==> src/rtl/mmn_pkg.sv <==
`timescale 1ns / 1ps
// Shared widths, codes and types for the min-max normalizer.
// No dependencies; every other file imports this package.
package mmn_pkg;

   localparam int DATA_W = 32;
   localparam int FRAC_W = 16;
   localparam int QUO_W  = DATA_W + FRAC_W;
   localparam int CNT_W  = $clog2(QUO_W);
   localparam int IDX_W  = 2;
   localparam int STAT_W = 2;

   localparam logic signed [DATA_W-1:0] Q_MAX   = {1'b0, {(DATA_W-1){1'b1}}};
   localparam logic signed [DATA_W-1:0] Q_MIN   = {1'b1, {(DATA_W-1){1'b0}}};
   localparam logic signed [DATA_W-1:0] ONE_Q   = DATA_W'(1) <<< FRAC_W;

   typedef enum logic [IDX_W-1:0] {
      CSR_USE_GIVEN = 2'd0,
      CSR_GIVEN_MIN = 2'd1,
      CSR_GIVEN_MAX = 2'd2
   } csr_idx_type;

   typedef enum logic [STAT_W-1:0] {
      STATUS_OK         = 2'd0,
      STATUS_ZERO_RANGE = 2'd1,
      STATUS_NO_RANGE   = 2'd2
   } status_type;

   typedef struct packed {
      logic                     valid;
      logic signed [DATA_W-1:0] min;
      logic signed [DATA_W-1:0] max;
   } range_type;

endpackage

==> src/rtl/mmn_if.sv <==
`timescale 1ns / 1ps
// Valid/ready channel interfaces: request, response and register write.
// Depends on mmn_pkg for field widths.
interface mmn_req_if;
   import mmn_pkg::*;
   logic                     valid;
   logic                     ready;
   logic                     mode;
   logic                     first;
   logic signed [DATA_W-1:0] sample;
   modport source (output valid, mode, first, sample, input ready);
   modport sink   (input valid, mode, first, sample, output ready);
endinterface

interface mmn_rsp_if;
   import mmn_pkg::*;
   logic                     valid;
   logic                     ready;
   logic signed [DATA_W-1:0] scaled;
   logic [STAT_W-1:0]        status;
   logic signed [DATA_W-1:0] range_min;
   logic signed [DATA_W-1:0] range_max;
   modport source (output valid, scaled, status, range_min, range_max, input ready);
   modport sink   (input valid, scaled, status, range_min, range_max, output ready);
endinterface

interface mmn_csr_if;
   import mmn_pkg::*;
   logic              valid;
   logic              ready;
   logic [IDX_W-1:0]  index;
   logic [DATA_W-1:0] data;
   modport source (output valid, index, data, input ready);
   modport sink   (input valid, index, data, output ready);
endinterface

==> src/rtl/mmn_range.sv <==
`timescale 1ns / 1ps
// Running minimum and maximum tracker for measure requests.
// Depends on mmn_pkg.
module mmn_range
   import mmn_pkg::*;
(
   input  logic                     clock,
   input  logic                     reset,
   input  logic                     update,
   input  logic                     first,
   input  logic signed [DATA_W-1:0] sample,
   output range_type                range
);

   range_type range_ff, range_in;

   always_comb begin
      range_in = range_ff;
      if (update) begin
         range_in.valid = 1'b1;
         if (first || !range_ff.valid) begin
            range_in.min = sample;
            range_in.max = sample;
         end else begin
            if (sample < range_ff.min) range_in.min = sample;
            if (sample > range_ff.max) range_in.max = sample;
         end
      end
   end

   always_ff @(posedge clock) begin
      if (reset) begin
         range_ff <= '0;
      end else begin
         range_ff <= range_in;
      end
   end

   assign range = range_ff;

endmodule

==> src/rtl/mmn_div.sv <==
`timescale 1ns / 1ps
// Fixed-point divider: (x - lo) * 2^16 / (hi - lo), one quotient bit per cycle,
// truncated toward zero and saturated to signed Q16.16. Depends on mmn_pkg.
module mmn_div
   import mmn_pkg::*;
(
   input  logic                     clock,
   input  logic                     reset,
   input  logic                     start,
   input  logic signed [DATA_W-1:0] x,
   input  logic signed [DATA_W-1:0] lo,
   input  logic signed [DATA_W-1:0] hi,
   input  logic                     ack,
   output logic                     busy,
   output logic                     done,
   output logic signed [DATA_W-1:0] quotient
);

   typedef enum logic [2:0] {
      D_IDLE, D_MAG, D_RUN, D_SAT, D_DONE
   } div_state_type;

   localparam logic [CNT_W-1:0] LAST_STEP = CNT_W'(QUO_W - 1);

   div_state_type            state_ff, state_in;
   logic signed [DATA_W:0]   num_ff, num_in;
   logic signed [DATA_W:0]   den_ff, den_in;
   logic                     neg_ff, neg_in;
   logic [QUO_W-1:0]         shift_ff, shift_in;
   logic [DATA_W-1:0]        dmag_ff, dmag_in;
   logic [DATA_W-1:0]        rem_ff, rem_in;
   logic [CNT_W-1:0]         cnt_ff, cnt_in;
   logic signed [DATA_W-1:0] quo_ff, quo_in;

   logic [DATA_W:0] num_abs, den_abs, trial;
   logic            ge, over_pos, over_neg;

   always_comb begin
      num_abs  = num_ff[DATA_W] ? (DATA_W+1)'(-num_ff) : num_ff;
      den_abs  = den_ff[DATA_W] ? (DATA_W+1)'(-den_ff) : den_ff;
      trial    = {rem_ff, shift_ff[QUO_W-1]};
      ge       = trial >= {1'b0, dmag_ff};
      over_pos = |shift_ff[QUO_W-1:DATA_W-1];
      over_neg = (|shift_ff[QUO_W-1:DATA_W]) ||
                 (shift_ff[DATA_W-1] && (|shift_ff[DATA_W-2:0]));

      state_in = state_ff;
      num_in   = num_ff;
      den_in   = den_ff;
      neg_in   = neg_ff;
      shift_in = shift_ff;
      dmag_in  = dmag_ff;
      rem_in   = rem_ff;
      cnt_in   = cnt_ff;
      quo_in   = quo_ff;

      unique case (state_ff)
         D_IDLE: begin
            if (start) begin
               num_in   = {x[DATA_W-1], x} - {lo[DATA_W-1], lo};
               den_in   = {hi[DATA_W-1], hi} - {lo[DATA_W-1], lo};
               state_in = D_MAG;
            end
         end
         D_MAG: begin
            neg_in   = num_ff[DATA_W] ^ den_ff[DATA_W];
            shift_in = {num_abs[DATA_W-1:0], {FRAC_W{1'b0}}};
            dmag_in  = den_abs[DATA_W-1:0];
            rem_in   = '0;
            cnt_in   = '0;
            state_in = D_RUN;
         end
         D_RUN: begin
            rem_in   = ge ? DATA_W'(trial - {1'b0, dmag_ff}) : trial[DATA_W-1:0];
            shift_in = {shift_ff[QUO_W-2:0], ge};
            cnt_in   = cnt_ff + 1'b1;
            if (cnt_ff == LAST_STEP) state_in = D_SAT;
         end
         D_SAT: begin
            if (neg_ff) begin
               quo_in = over_neg ? Q_MIN : DATA_W'(-shift_ff[DATA_W-1:0]);
            end else begin
               quo_in = over_pos ? Q_MAX : shift_ff[DATA_W-1:0];
            end
            state_in = D_DONE;
         end
         D_DONE: begin
            if (ack) state_in = D_IDLE;
         end
         default: state_in = D_IDLE;
      endcase
   end

   always_ff @(posedge clock) begin
      if (reset) begin
         state_ff <= D_IDLE;
      end else begin
         state_ff <= state_in;
      end
      num_ff   <= num_in;
      den_ff   <= den_in;
      neg_ff   <= neg_in;
      shift_ff <= shift_in;
      dmag_ff  <= dmag_in;
      rem_ff   <= rem_in;
      cnt_ff   <= cnt_in;
      quo_ff   <= quo_in;
   end

   assign busy     = state_ff != D_IDLE;
   assign done     = state_ff == D_DONE;
   assign quotient = quo_ff;

endmodule

==> src/rtl/min_max_normalizer.sv <==
`timescale 1ns / 1ps
// Min-max scaling of one signed Q16.16 column; uses mmn_pkg, mmn_if, mmn_range, mmn_div.
// Measure requests (mode 0) are accepted whenever the block is idle and update the
// running min and max; a scale request (mode 1) occupies the block through setup,
// the restoring divider that produces one of 48 quotient bits per cycle, saturation
// and response load; a scale request with a zero or unmeasured range skips the
// divider. One request is in flight at a time; a finished response waits in an output
// register. The user must write registers (given_min, given_max, use_given_range) only
// while idle; the block does not enforce this. The write port is always ready.
module min_max_normalizer
   import mmn_pkg::*;
(
   input logic        clock,
   input logic        reset,
   mmn_req_if.sink    req_ch,
   mmn_rsp_if.source  rsp_ch,
   mmn_csr_if.sink    csr_ch
);

   typedef enum logic {
      S_IDLE, S_BUSY
   } state_type;

   state_type                state_ff, state_in;
   logic                     use_given_ff;
   logic signed [DATA_W-1:0] given_min_ff, given_max_ff;
   status_type               status_ff, status_in;
   logic signed [DATA_W-1:0] lo_ff, lo_in, hi_ff, hi_in;
   logic                     rsp_valid_ff, rsp_valid_in;
   logic signed [DATA_W-1:0] rsp_scaled_ff, rsp_scaled_in;
   status_type               rsp_status_ff, rsp_status_in;
   logic signed [DATA_W-1:0] rsp_min_ff, rsp_min_in, rsp_max_ff, rsp_max_in;

   range_type                range;
   logic                     accept, measure, scale, finish, load;
   logic signed [DATA_W-1:0] sel_lo, sel_hi, div_q;
   status_type               status_now;
   logic                     div_start, div_busy, div_done;

   assign req_ch.ready = state_ff == S_IDLE;
   assign accept       = req_ch.valid && req_ch.ready;
   assign measure      = accept && !req_ch.mode;
   assign scale        = accept && req_ch.mode;

   assign csr_ch.ready = 1'b1;

   always_ff @(posedge clock) begin
      if (reset) begin
         use_given_ff <= 1'b0;
         given_min_ff <= '0;
         given_max_ff <= ONE_Q;
      end else if (csr_ch.valid) begin
         unique case (csr_idx_type'(csr_ch.index))
            CSR_USE_GIVEN: use_given_ff <= csr_ch.data[0];
            CSR_GIVEN_MIN: given_min_ff <= csr_ch.data;
            CSR_GIVEN_MAX: given_max_ff <= csr_ch.data;
            default: ;
         endcase
      end
   end

   mmn_range u_range (
      .clock  (clock),
      .reset  (reset),
      .update (measure),
      .first  (req_ch.first),
      .sample (req_ch.sample),
      .range  (range)
   );

   always_comb begin
      sel_lo = use_given_ff ? given_min_ff : range.min;
      sel_hi = use_given_ff ? given_max_ff : range.max;
      priority if (!use_given_ff && !range.valid) begin
         status_now = STATUS_NO_RANGE;
      end else if (sel_hi == sel_lo) begin
         status_now = STATUS_ZERO_RANGE;
      end else begin
         status_now = STATUS_OK;
      end
   end

   assign div_start = scale && (status_now == STATUS_OK);

   mmn_div u_div (
      .clock    (clock),
      .reset    (reset),
      .start    (div_start),
      .x        (req_ch.sample),
      .lo       (sel_lo),
      .hi       (sel_hi),
      .ack      (load),
      .busy     (div_busy),
      .done     (div_done),
      .quotient (div_q)
   );

   assign finish = (state_ff == S_BUSY) && ((status_ff != STATUS_OK) || div_done);
   assign load   = finish && (!rsp_valid_ff || rsp_ch.ready);

   always_comb begin
      state_in      = state_ff;
      status_in     = status_ff;
      lo_in         = lo_ff;
      hi_in         = hi_ff;
      rsp_valid_in  = rsp_valid_ff && !rsp_ch.ready;
      rsp_scaled_in = rsp_scaled_ff;
      rsp_status_in = rsp_status_ff;
      rsp_min_in    = rsp_min_ff;
      rsp_max_in    = rsp_max_ff;

      unique case (state_ff)
         S_IDLE: begin
            if (scale) begin
               status_in = status_now;
               lo_in     = sel_lo;
               hi_in     = sel_hi;
               state_in  = S_BUSY;
            end
         end
         S_BUSY: begin
            if (load) begin
               rsp_valid_in  = 1'b1;
               rsp_scaled_in = (status_ff == STATUS_OK) ? div_q : '0;
               rsp_status_in = status_ff;
               rsp_min_in    = lo_ff;
               rsp_max_in    = hi_ff;
               state_in      = S_IDLE;
            end
         end
         default: state_in = S_IDLE;
      endcase
   end

   always_ff @(posedge clock) begin
      if (reset) begin
         state_ff     <= S_IDLE;
         rsp_valid_ff <= 1'b0;
      end else begin
         state_ff     <= state_in;
         rsp_valid_ff <= rsp_valid_in;
      end
      status_ff     <= status_in;
      lo_ff         <= lo_in;
      hi_ff         <= hi_in;
      rsp_scaled_ff <= rsp_scaled_in;
      rsp_status_ff <= rsp_status_in;
      rsp_min_ff    <= rsp_min_in;
      rsp_max_ff    <= rsp_max_in;
   end

   assign rsp_ch.valid     = rsp_valid_ff;
   assign rsp_ch.scaled    = rsp_scaled_ff;
   assign rsp_ch.status    = rsp_status_ff;
   assign rsp_ch.range_min = rsp_min_ff;
   assign rsp_ch.range_max = rsp_max_ff;

`ifndef ASSERT_OFF
   a_ready_div_idle: assert property (@(posedge clock) disable iff (reset)
      req_ch.ready |-> !div_busy)
      else $error("request accepted while divider busy");

   a_status_zero: assert property (@(posedge clock) disable iff (reset)
      (rsp_ch.valid && (rsp_ch.status != STATUS_OK)) |-> (rsp_ch.scaled == '0))
      else $error("nonzero scaled value with error status");

   a_measure_silent: assert property (@(posedge clock) disable iff (reset)
      (measure && !rsp_valid_ff) |=> !rsp_valid_ff)
      else $error("measure request produced a response");

   a_measure_valid: assert property (@(posedge clock) disable iff (reset)
      measure |=> range.valid)
      else $error("range not valid after measure request");
`endif

endmodule
==> src/flat_wrapper.sv <==
// flat-port wrapper written by rule: the top's interface ports become plain ports
module min_max_normalizer_flat import mmn_pkg::*;
  (clock, reset, req_ch_valid, req_ch_mode, req_ch_first, req_ch_sample, req_ch_ready, rsp_ch_valid, rsp_ch_scaled, rsp_ch_status, rsp_ch_range_min, rsp_ch_range_max, rsp_ch_ready, csr_ch_valid, csr_ch_index, csr_ch_data, csr_ch_ready);
  mmn_req_if req_ch_i ();
  mmn_rsp_if rsp_ch_i ();
  mmn_csr_if csr_ch_i ();
  input logic clock;
  input logic reset;
  input wire logic [$bits(req_ch_i.valid)-1:0] req_ch_valid;
  input wire logic [$bits(req_ch_i.mode)-1:0] req_ch_mode;
  input wire logic [$bits(req_ch_i.first)-1:0] req_ch_first;
  input wire logic [$bits(req_ch_i.sample)-1:0] req_ch_sample;
  output wire logic [$bits(req_ch_i.ready)-1:0] req_ch_ready;
  output wire logic [$bits(rsp_ch_i.valid)-1:0] rsp_ch_valid;
  output wire logic [$bits(rsp_ch_i.scaled)-1:0] rsp_ch_scaled;
  output wire logic [$bits(rsp_ch_i.status)-1:0] rsp_ch_status;
  output wire logic [$bits(rsp_ch_i.range_min)-1:0] rsp_ch_range_min;
  output wire logic [$bits(rsp_ch_i.range_max)-1:0] rsp_ch_range_max;
  input wire logic [$bits(rsp_ch_i.ready)-1:0] rsp_ch_ready;
  input wire logic [$bits(csr_ch_i.valid)-1:0] csr_ch_valid;
  input wire logic [$bits(csr_ch_i.index)-1:0] csr_ch_index;
  input wire logic [$bits(csr_ch_i.data)-1:0] csr_ch_data;
  output wire logic [$bits(csr_ch_i.ready)-1:0] csr_ch_ready;
  assign req_ch_i.valid = req_ch_valid;
  assign req_ch_i.mode = req_ch_mode;
  assign req_ch_i.first = req_ch_first;
  assign req_ch_i.sample = req_ch_sample;
  assign req_ch_ready = req_ch_i.ready;
  assign rsp_ch_valid = rsp_ch_i.valid;
  assign rsp_ch_scaled = rsp_ch_i.scaled;
  assign rsp_ch_status = rsp_ch_i.status;
  assign rsp_ch_range_min = rsp_ch_i.range_min;
  assign rsp_ch_range_max = rsp_ch_i.range_max;
  assign rsp_ch_i.ready = rsp_ch_ready;
  assign csr_ch_i.valid = csr_ch_valid;
  assign csr_ch_i.index = csr_ch_index;
  assign csr_ch_i.data = csr_ch_data;
  assign csr_ch_ready = csr_ch_i.ready;
  min_max_normalizer u_core (.clock(clock), .reset(reset), .req_ch(req_ch_i), .rsp_ch(rsp_ch_i), .csr_ch(csr_ch_i));
endmodule
==> config.mk <==
export PLATFORM = sky130hd
export DESIGN_NAME = min_max_normalizer_flat
export DESIGN_NICKNAME = d
export VERILOG_FILES = /design/src/rtl/mmn_pkg.sv /design/src/rtl/mmn_if.sv /design/src/rtl/mmn_range.sv /design/src/rtl/mmn_div.sv /design/src/rtl/min_max_normalizer.sv /design/src/flat_wrapper.sv
export SDC_FILE = /design/constraint.sdc
export NUM_CORES = 1
export LEC_CHECK = 0
export BUFFER_PORTS_ARGS = -buffer_cell sky130_fd_sc_hd__buf_2
export CAP_MARGIN = 15
export CORE_UTILIZATION = 66
export CTS_CLUSTER_DIAMETER = 200
export CTS_CLUSTER_SIZE = 28
export DETAILED_ROUTE_END_ITERATION = 6
export PLACE_DENSITY = 0.85
export SYNTH_ARGS = -nofsm -noshare
export SYNTH_HDL_FRONTEND = slang
export SYNTH_SLANG_ARGS = --single-unit
==> constraint.sdc <==
create_clock -name clock -period 25.2 [get_ports clock]
set_clock_uncertainty 0.1 [all_clocks]
set_input_delay 3.78 -clock clock [delete_from_list [all_inputs] [get_ports clock]]
set_output_delay 3.78 -clock clock [all_outputs]
set_load 0.1 [all_outputs]
# [After elaboration in Yosys (flattened, before gate mapping)]
# Index checks and enable logic that the tools add are counted.
# Widths: inputs -> output; s select.
[op_classes] bitwise_logic=2 n_mux=25 n_addsub=7 eq_ne=11 mul=0 shift=0 magnitude_cmp=3 n_reduce_logical=38 div_mod_pow=0
[ops] op="$mux 32" n=10
[ops] op="$neg 32->32" n=3
[ops] op="$pmux 48 s2" n=1
[ops] op="$sub 32x32->33" n=2
[ops] op="$mux 64" n=1
[ops] op="$pmux 32 s2" n=1
[ops] op="$ge 33x32->1" n=1
[ops] op="$eq 32x32->1" n=1
[ops] op="$gt 32x32->1" n=1
[ops] op="$lt 32x32->1" n=1
[ops] op="$sub 32x32->32" n=1
[ops] op="$reduce_or 31->1" n=1
[ops] op="$reduce_or 17->1" n=1
[ops] op="$reduce_and 2->1" n=8
[ops] op="$reduce_or 16->1" n=1
[ops] op="$pmux 3 s5" n=1
[ops] op="$pmux 6 s2" n=1
[ops] op="$logic_and 1x1->1" n=9
[ops] op="$mux 3" n=3
[ops] op="$reduce_bool 2->1" n=4
[ops] op="$add 6x1->6 const B" n=1
[ops] op="$eq 3x2->1 const B" n=2
[ops] op="$eq 6x6->1 const B" n=1
[ops] op="$logic_not 2->1" n=3
[ops] op="other kinds (15)" n=27
[word_totals] inputBits=73 word_cells=110 out_inout_bits=101 regBits=516 n_memories=0 ramBits=0 latch_bits=0 mem_bits_ro=0

# [Depth between registers and ports, before layout]
[depth] word_depth=8 ltp_mapped=16 depth_no_buf=13

# [Hierarchy]
# Synthesis repeated with hierarchy kept, for this count alone.
[hier_totals] cells_unflattened=2758 hier_area_um2=28752.6
[by_module_without_submodules] module="mmn_div" cells_per_inst=1621 n_inst=1 seq_area_each_um2=6576.3 area_per_inst_um2=15417.3
[by_module_without_submodules] module="min_max_normalizer" cells_per_inst=664 n_inst=1 seq_area_each_um2=6266.0 area_per_inst_um2=8983.6
[by_module_without_submodules] module="mmn_range" cells_per_inst=473 n_inst=1 seq_area_each_um2=1301.2 area_per_inst_um2=4351.7

# [Worst setup path after synthesis]
# OpenSTA, ideal clock, no wires.
[synth_path] kind="in2reg" start="input req_ch_mode" end="register u_core.u_div.den_ff[0] (enable)" required_time_ps=24447 n_path_buf=0 arrival_time_ps=10302 stages=4 path_slack_ps=14146 setup_ps=653 path_cell_list="nand3_1 -> nor2_1 -> nand2_1 -> nor4_1"
[synth_via] elab_chain_cells=3
[synth_lines] element="start: declaration" line_no="flat_wrapper.sv:10" rtl="input wire logic [$bits(req_ch_i.mode)-1:0] req_ch_mode;"
[synth_lines] element="$logic_and 1x1->1" line_no="min_max_normalizer.sv:43" rtl="assign scale = accept && req_ch.mode;"
[synth_lines] element="$logic_and 1x1->1" line_no="min_max_normalizer.sv:83" rtl="assign div_start = scale && (status_now == STATUS_OK);"
[synth_lines] element="$reduce_and 2->1 (no source line)"
[synth_lines] element="end signal: assignment" line_no="mmn_div.sv:101" rtl="den_ff <= den_in;"
[synth_lines] element="end: declaration" line_no="mmn_div.sv:27" rtl="logic signed [DATA_W:0] den_ff, den_in;"
# No other way between the ends.
# A chain may end at the register's enable or synchronous reset.

# [Final worst setup path]
[layout_path] start="input req_ch_sample[0]" end="register u_core.u_div.num_ff[30], data pin"
[layout_via] elab_chain_cells=1
[layout_lines] element="start: declaration" line_no="flat_wrapper.sv:12" rtl="input wire logic [$bits(req_ch_i.sample)-1:0] req_ch_sample;"
[layout_lines] element="$sub 32x32->33" line_no="mmn_div.sv:60" rtl="num_in = {x[DATA_W-1], x} - {lo[DATA_W-1], lo};"
[layout_lines] element="end signal: assignment" line_no="mmn_div.sv:100" rtl="num_ff <= num_in;"
[layout_lines] element="end: declaration" line_no="mmn_div.sv:26" rtl="logic signed [DATA_W:0] num_ff, num_in;"
# No other way between the ends.

==> results.txt <==
* Result of the run: finished clean
* Post-detailed-route DRC marker count: 0
- Distinct cell type count of the synthesized netlist: 70
* Pwr/cell area: 58.6 mW/mm^2
- Buffers placed on the I/O ports in this run total 172.
* Critical Path Slowest Stage Cell: a2111o_1
* Number of failing hold endpoints at the final stage: 0
- Critical path data required time: 25430 ps
- Count of nets after finishing: 3033
* Std-Cell Core Area: 0.0407 sq mm
- Max-cap violations in this run came to 0.
- Kind of start point of the critical path: input pin
* Proportion of total power due to net switching: 28.2%
- Once the clock tree was built, the setup fixing pass inserted 0 buffers.
- Leading cell type in the layout, fill and taps excluded: edfxtp_1
* Overall power of the completed layout: 0.00171 W
* TritonCTS clock tree: yes
- Vias in the first global route: 19700
* Starting density of the core: 66.9%
- The number of max-slew violations in the final report is 0.
- The share of total power dissipated in sequential elements is 56.5%.
* Pin count of the biggest net entering global routing: 90
* Global-route usage over all layers: 31.1%
* Filler Cells Inserted: 2898
* Initial DRC count: 2223
* Critical Path Sink Type: register
- Gates resized during post-CTS repair numbered 0.
* H-Tree Level Count: 1
- In this run the core area contains 74 standard-cell rows.
- Walking the worst path, the cells encountered are buf_2 -> inv_1 -> ha_1 -> inv_1 -> fa_1 -> a211oi_1 -> nor2_1 -> o211ai_1 -> o21ai_0 -> a2111o_1 -> a211oi_1 -> o21bai_1 -> a21oi_1 -> xnor2_1.
- The first detailed-routing pass took 6 iterations.
- The wire-length estimate of the detail-placed layout is 49.3 mm.
- The multi-input combinational cells in the finished layout cover a total of 0.0120 sq mm.
- In this run the static leakage power is 11.1 nW.
* Number of synthesis warnings: 0
* Area growth from synthesis to final layout: 7.28%
* Combinational cell fraction of total power: 18.2%
* Number of clock sinks: 516
- RSZ-0062 raised after global routing: no
- The clock network accounts for 25.2% of the total power.
- In this run, post-CTS hold repair placed 0 buffers.
- Number of antenna violations at the first check in global routing: 2
- Clock transition at the registers of the reported paths: 110 ps
* First-pass GRT wire length: 103 mm
- Summing over every cut layer, the via total after detailed routing is 20900.
- The number of nets in the synthesized netlist is 2935.
* Seq/Total Area, Yosys: 51.9%
- Combined flip-flop and latch cell area: 0.0141 sq mm
- IR analysis of the VDD net gives a maximum drop of 0.0588 mV.
* CP Class: input pin to register
- After layout, the minimum clock period comes to 6680 ps.
- EDFF count, synth: 381
* Tcrit/Tclk final: 26.5%
- In this run the register-to-register setup slack is 20070 ps.
- For this run, the leading register cell type out of synthesis is edfxtp_1.
* Fraction of final layout cells sized beyond drive strength 1: 9.15%
- Maximum clock frequency: 150 MHz
- Along the worst path, the maximum fanout reaches 5.
- Inserted Clock Buffers: 22
* #FFs+latches synth: 516
- Cell area reported after detailed placement: 0.0286 sq mm
- Most frequent cells in the layout: edfxtp_1 (381), nand2_1 (327), a21oi_1 (239)
- Final sum of negative setup slack: 0 ps
- Maximum cell stage delay along the critical path: 570 ps
- Global route overflow: 0
- The cell area that synthesis handed to floorplanning was 0.0273 sq mm.
- Relative max-transition margin: 28.1%
- Number of buffers between clock root and the deepest sink: 3
- Summed over all nets, the switching power comes to 0.000483 W.
* Top-level port count: 174
* Routed Wire Length: 66.3 mm
- Via-to-Cell Ratio: 6.26
- Clock insertion delay at the later pin of the skew report: 580 ps
* Synthesized instance count: 2696
* Syn Area/Cell: 10.1 sq um
* Count of endpoints failing setup in the final report: 0
- For the pin with the worst max-slew slack, the measured transition is 1070 ps.
* Share of async-settable or async-resettable flops after synthesis: 0%
* Y dimension of the die: 205 microns
- Worst hold path class: register to register
* Root Buffer: clkbuf_16
- Once layout is done, the placed cells without fillers occupy 0.0292 sq mm.
* Final weighted congestion in routability-driven placement: 0.940
- Die Outline Area: 0.0421 sq mm
- Once detail routing completed, the nets flagged for antenna violations numbered 0.
* Die extent in x: 205 microns
- The internal power of the cells totals 0.00123 W.
- For the worst setup path, the data arrival time is 6910 ps.
- Detail-routed net length per standard cell: 19.8 microns
==> synth_stat cells (3+ instances only) <==
| library cell | number | area, sq um |
|---|---|---|
| a211o_1 | 4 | 35.0 |
| nand2b_1 | 24 | 150 |
| nor2b_1 | 19 | 119 |
| o41ai_1 | 16 | 140 |
| o311ai_0 | 26 | 228 |
| clkbuf_1 | 113 | 424 |
| or2_2 | 9 | 56.3 |
| o21bai_1 | 12 | 90.1 |
| o21a_1 | 45 | 338 |
| mux2_2 | 3 | 33.8 |
| a211oi_1 | 14 | 105 |
| edfxtp_1 | 381 | 11400 |
| or4_4 | 5 | 56.3 |
| nand3_1 | 91 | 455 |
| fa_1 | 3 | 60.1 |
| or3_1 | 24 | 150 |
| xnor2_1 | 90 | 788 |
| o31a_1 | 5 | 43.8 |
| or4_1 | 12 | 90.1 |
| a2111oi_0 | 5 | 43.8 |
| and3_1 | 13 | 81.3 |
| nand2_1 | 327 | 1230 |
| o211ai_1 | 7 | 52.6 |
| a31o_2 | 4 | 35.0 |
| or3_4 | 3 | 33.8 |
| buf_1 | 4 | 15.0 |
| a31oi_1 | 11 | 68.8 |
| and4_1 | 4 | 35.0 |
| ha_1 | 163 | 2040 |
| xor2_1 | 56 | 490 |
| nand4_1 | 29 | 181 |
| and2_1 | 51 | 319 |
| nor4_1 | 14 | 87.6 |
| dfxtp_1 | 135 | 2700 |
| nor3b_1 | 4 | 30.0 |
| a21oi_1 | 239 | 1200 |
| inv_1 | 179 | 672 |
| o21ai_0 | 237 | 1190 |
| o31ai_1 | 23 | 173 |
| nor3_1 | 35 | 175 |
| nor2_1 | 111 | 417 |
| a21o_1 | 80 | 601 |
| mux2i_1 | 23 | 230 |
| nand3b_1 | 5 | 37.5 |
| a311oi_1 | 3 | 26.3 |
==> sequential cells by signal (all words and copies together) (netlist names), 6 cells and up <==
register and cells:
u_core.u_range.range 65, u_core.u_div.shift_ff 48, u_core.u_div.den_ff 33, u_core.u_div.num_ff 33
u_core.given_max_ff 32, u_core.given_min_ff 32, u_core.hi_ff 32, u_core.lo_ff 32
u_core.rsp_ch.range_max 32, u_core.rsp_ch.range_min 32, u_core.rsp_ch.scaled 32, u_core.u_div.dmag_ff 32
u_core.u_div.quotient 32, u_core.u_div.rem_ff 32, u_core.u_div.cnt_ff 6
==> final timing paths <==
kind / to / cells past startpoint / start
max: u_core.u_div.num_ff[30] / 14 / req_ch_sample[0]
min: u_core.rsp_ch.range_min[4] / 0 / u_core.lo_ff[4]
max reg2reg: u_core.u_div.den_ff[29] / 11 / u_core.use_given_ff
min reg2reg: u_core.rsp_ch.range_min[4] / 0 / u_core.lo_ff[4]
==> layout make-up <==
type | instances | share of cell area [%]
diodes | 3 | 0.0257
well taps | 532 | 2.28
clock buffers | 39 | 2.17
inverters | 179 | 2.31
repair buffers | 194 | 3.60
multi-input cells | 1881 | 41.2
flip-flops and latches | 516 | 48.4
clock inverters | 1 | 0.0556
==> power groups by stage <==
stage,Sequential [W],Clock [W],Combinational (W)
after floorplan,0.00103,0,0.000186
after global placement,0.000986,0,0.000299
after detailed placement,0.000989,0,0.000307
after CTS,0.000969,0.000435,0.000308
after global routing,0.000973,0.000459,0.000338
final,0.000970,0.000433,0.000313
==> per-layer routing <==
metal	vias up	wire length, microns	global-route usage, %
met2	941	31700	51.7
met3	114	5200	3.60
met4	0	1900	9.52
met5	-	0	0
met1	9959	27500	42.8
li1	9920	-	-
==> cells by family (layout without fill, tap and decap cells) <==
group	after synthesis	count (layout)	share of synthesized area (%)
and+or+nand+nor	787	787	13.8
AOI/OAI and AO/OA	755	755	16.8
DFF	516	516	51.9
buffers and inverters	299	413	4.14
adders and majority gates	166	166	7.70
xor gates and xnor gates	146	146	4.69
muxes	26	26	0.968
other	1	4	0.0138
==> per-stage QoR <==
stage	utilization (%)	hold slack, ps	setup slack [ps]	std cells
floorplan	-	300	14150	2696
global placement	70.1	303	18050	3300
detailed placement	70.1	305	17980	3301
CTS	71.7	329	18570	3341
global route	71.8	336	18270	3343
finish	71.8	329	18520	3345
==> critical path: cells and delay by family <==
| family | cells | cell delay (ps) |
|---|---|---|
| AOI/OAI and AO/OA | 7 | 2070 |
| xor gates and xnor gates | 1 | 80 |
| buffers and inverters | 3 | 270 |
| and+or+nand+nor | 1 | 120 |
| adders and majority gates | 2 | 590 |
Note: power is estimated with default switching activity, not from simulation.
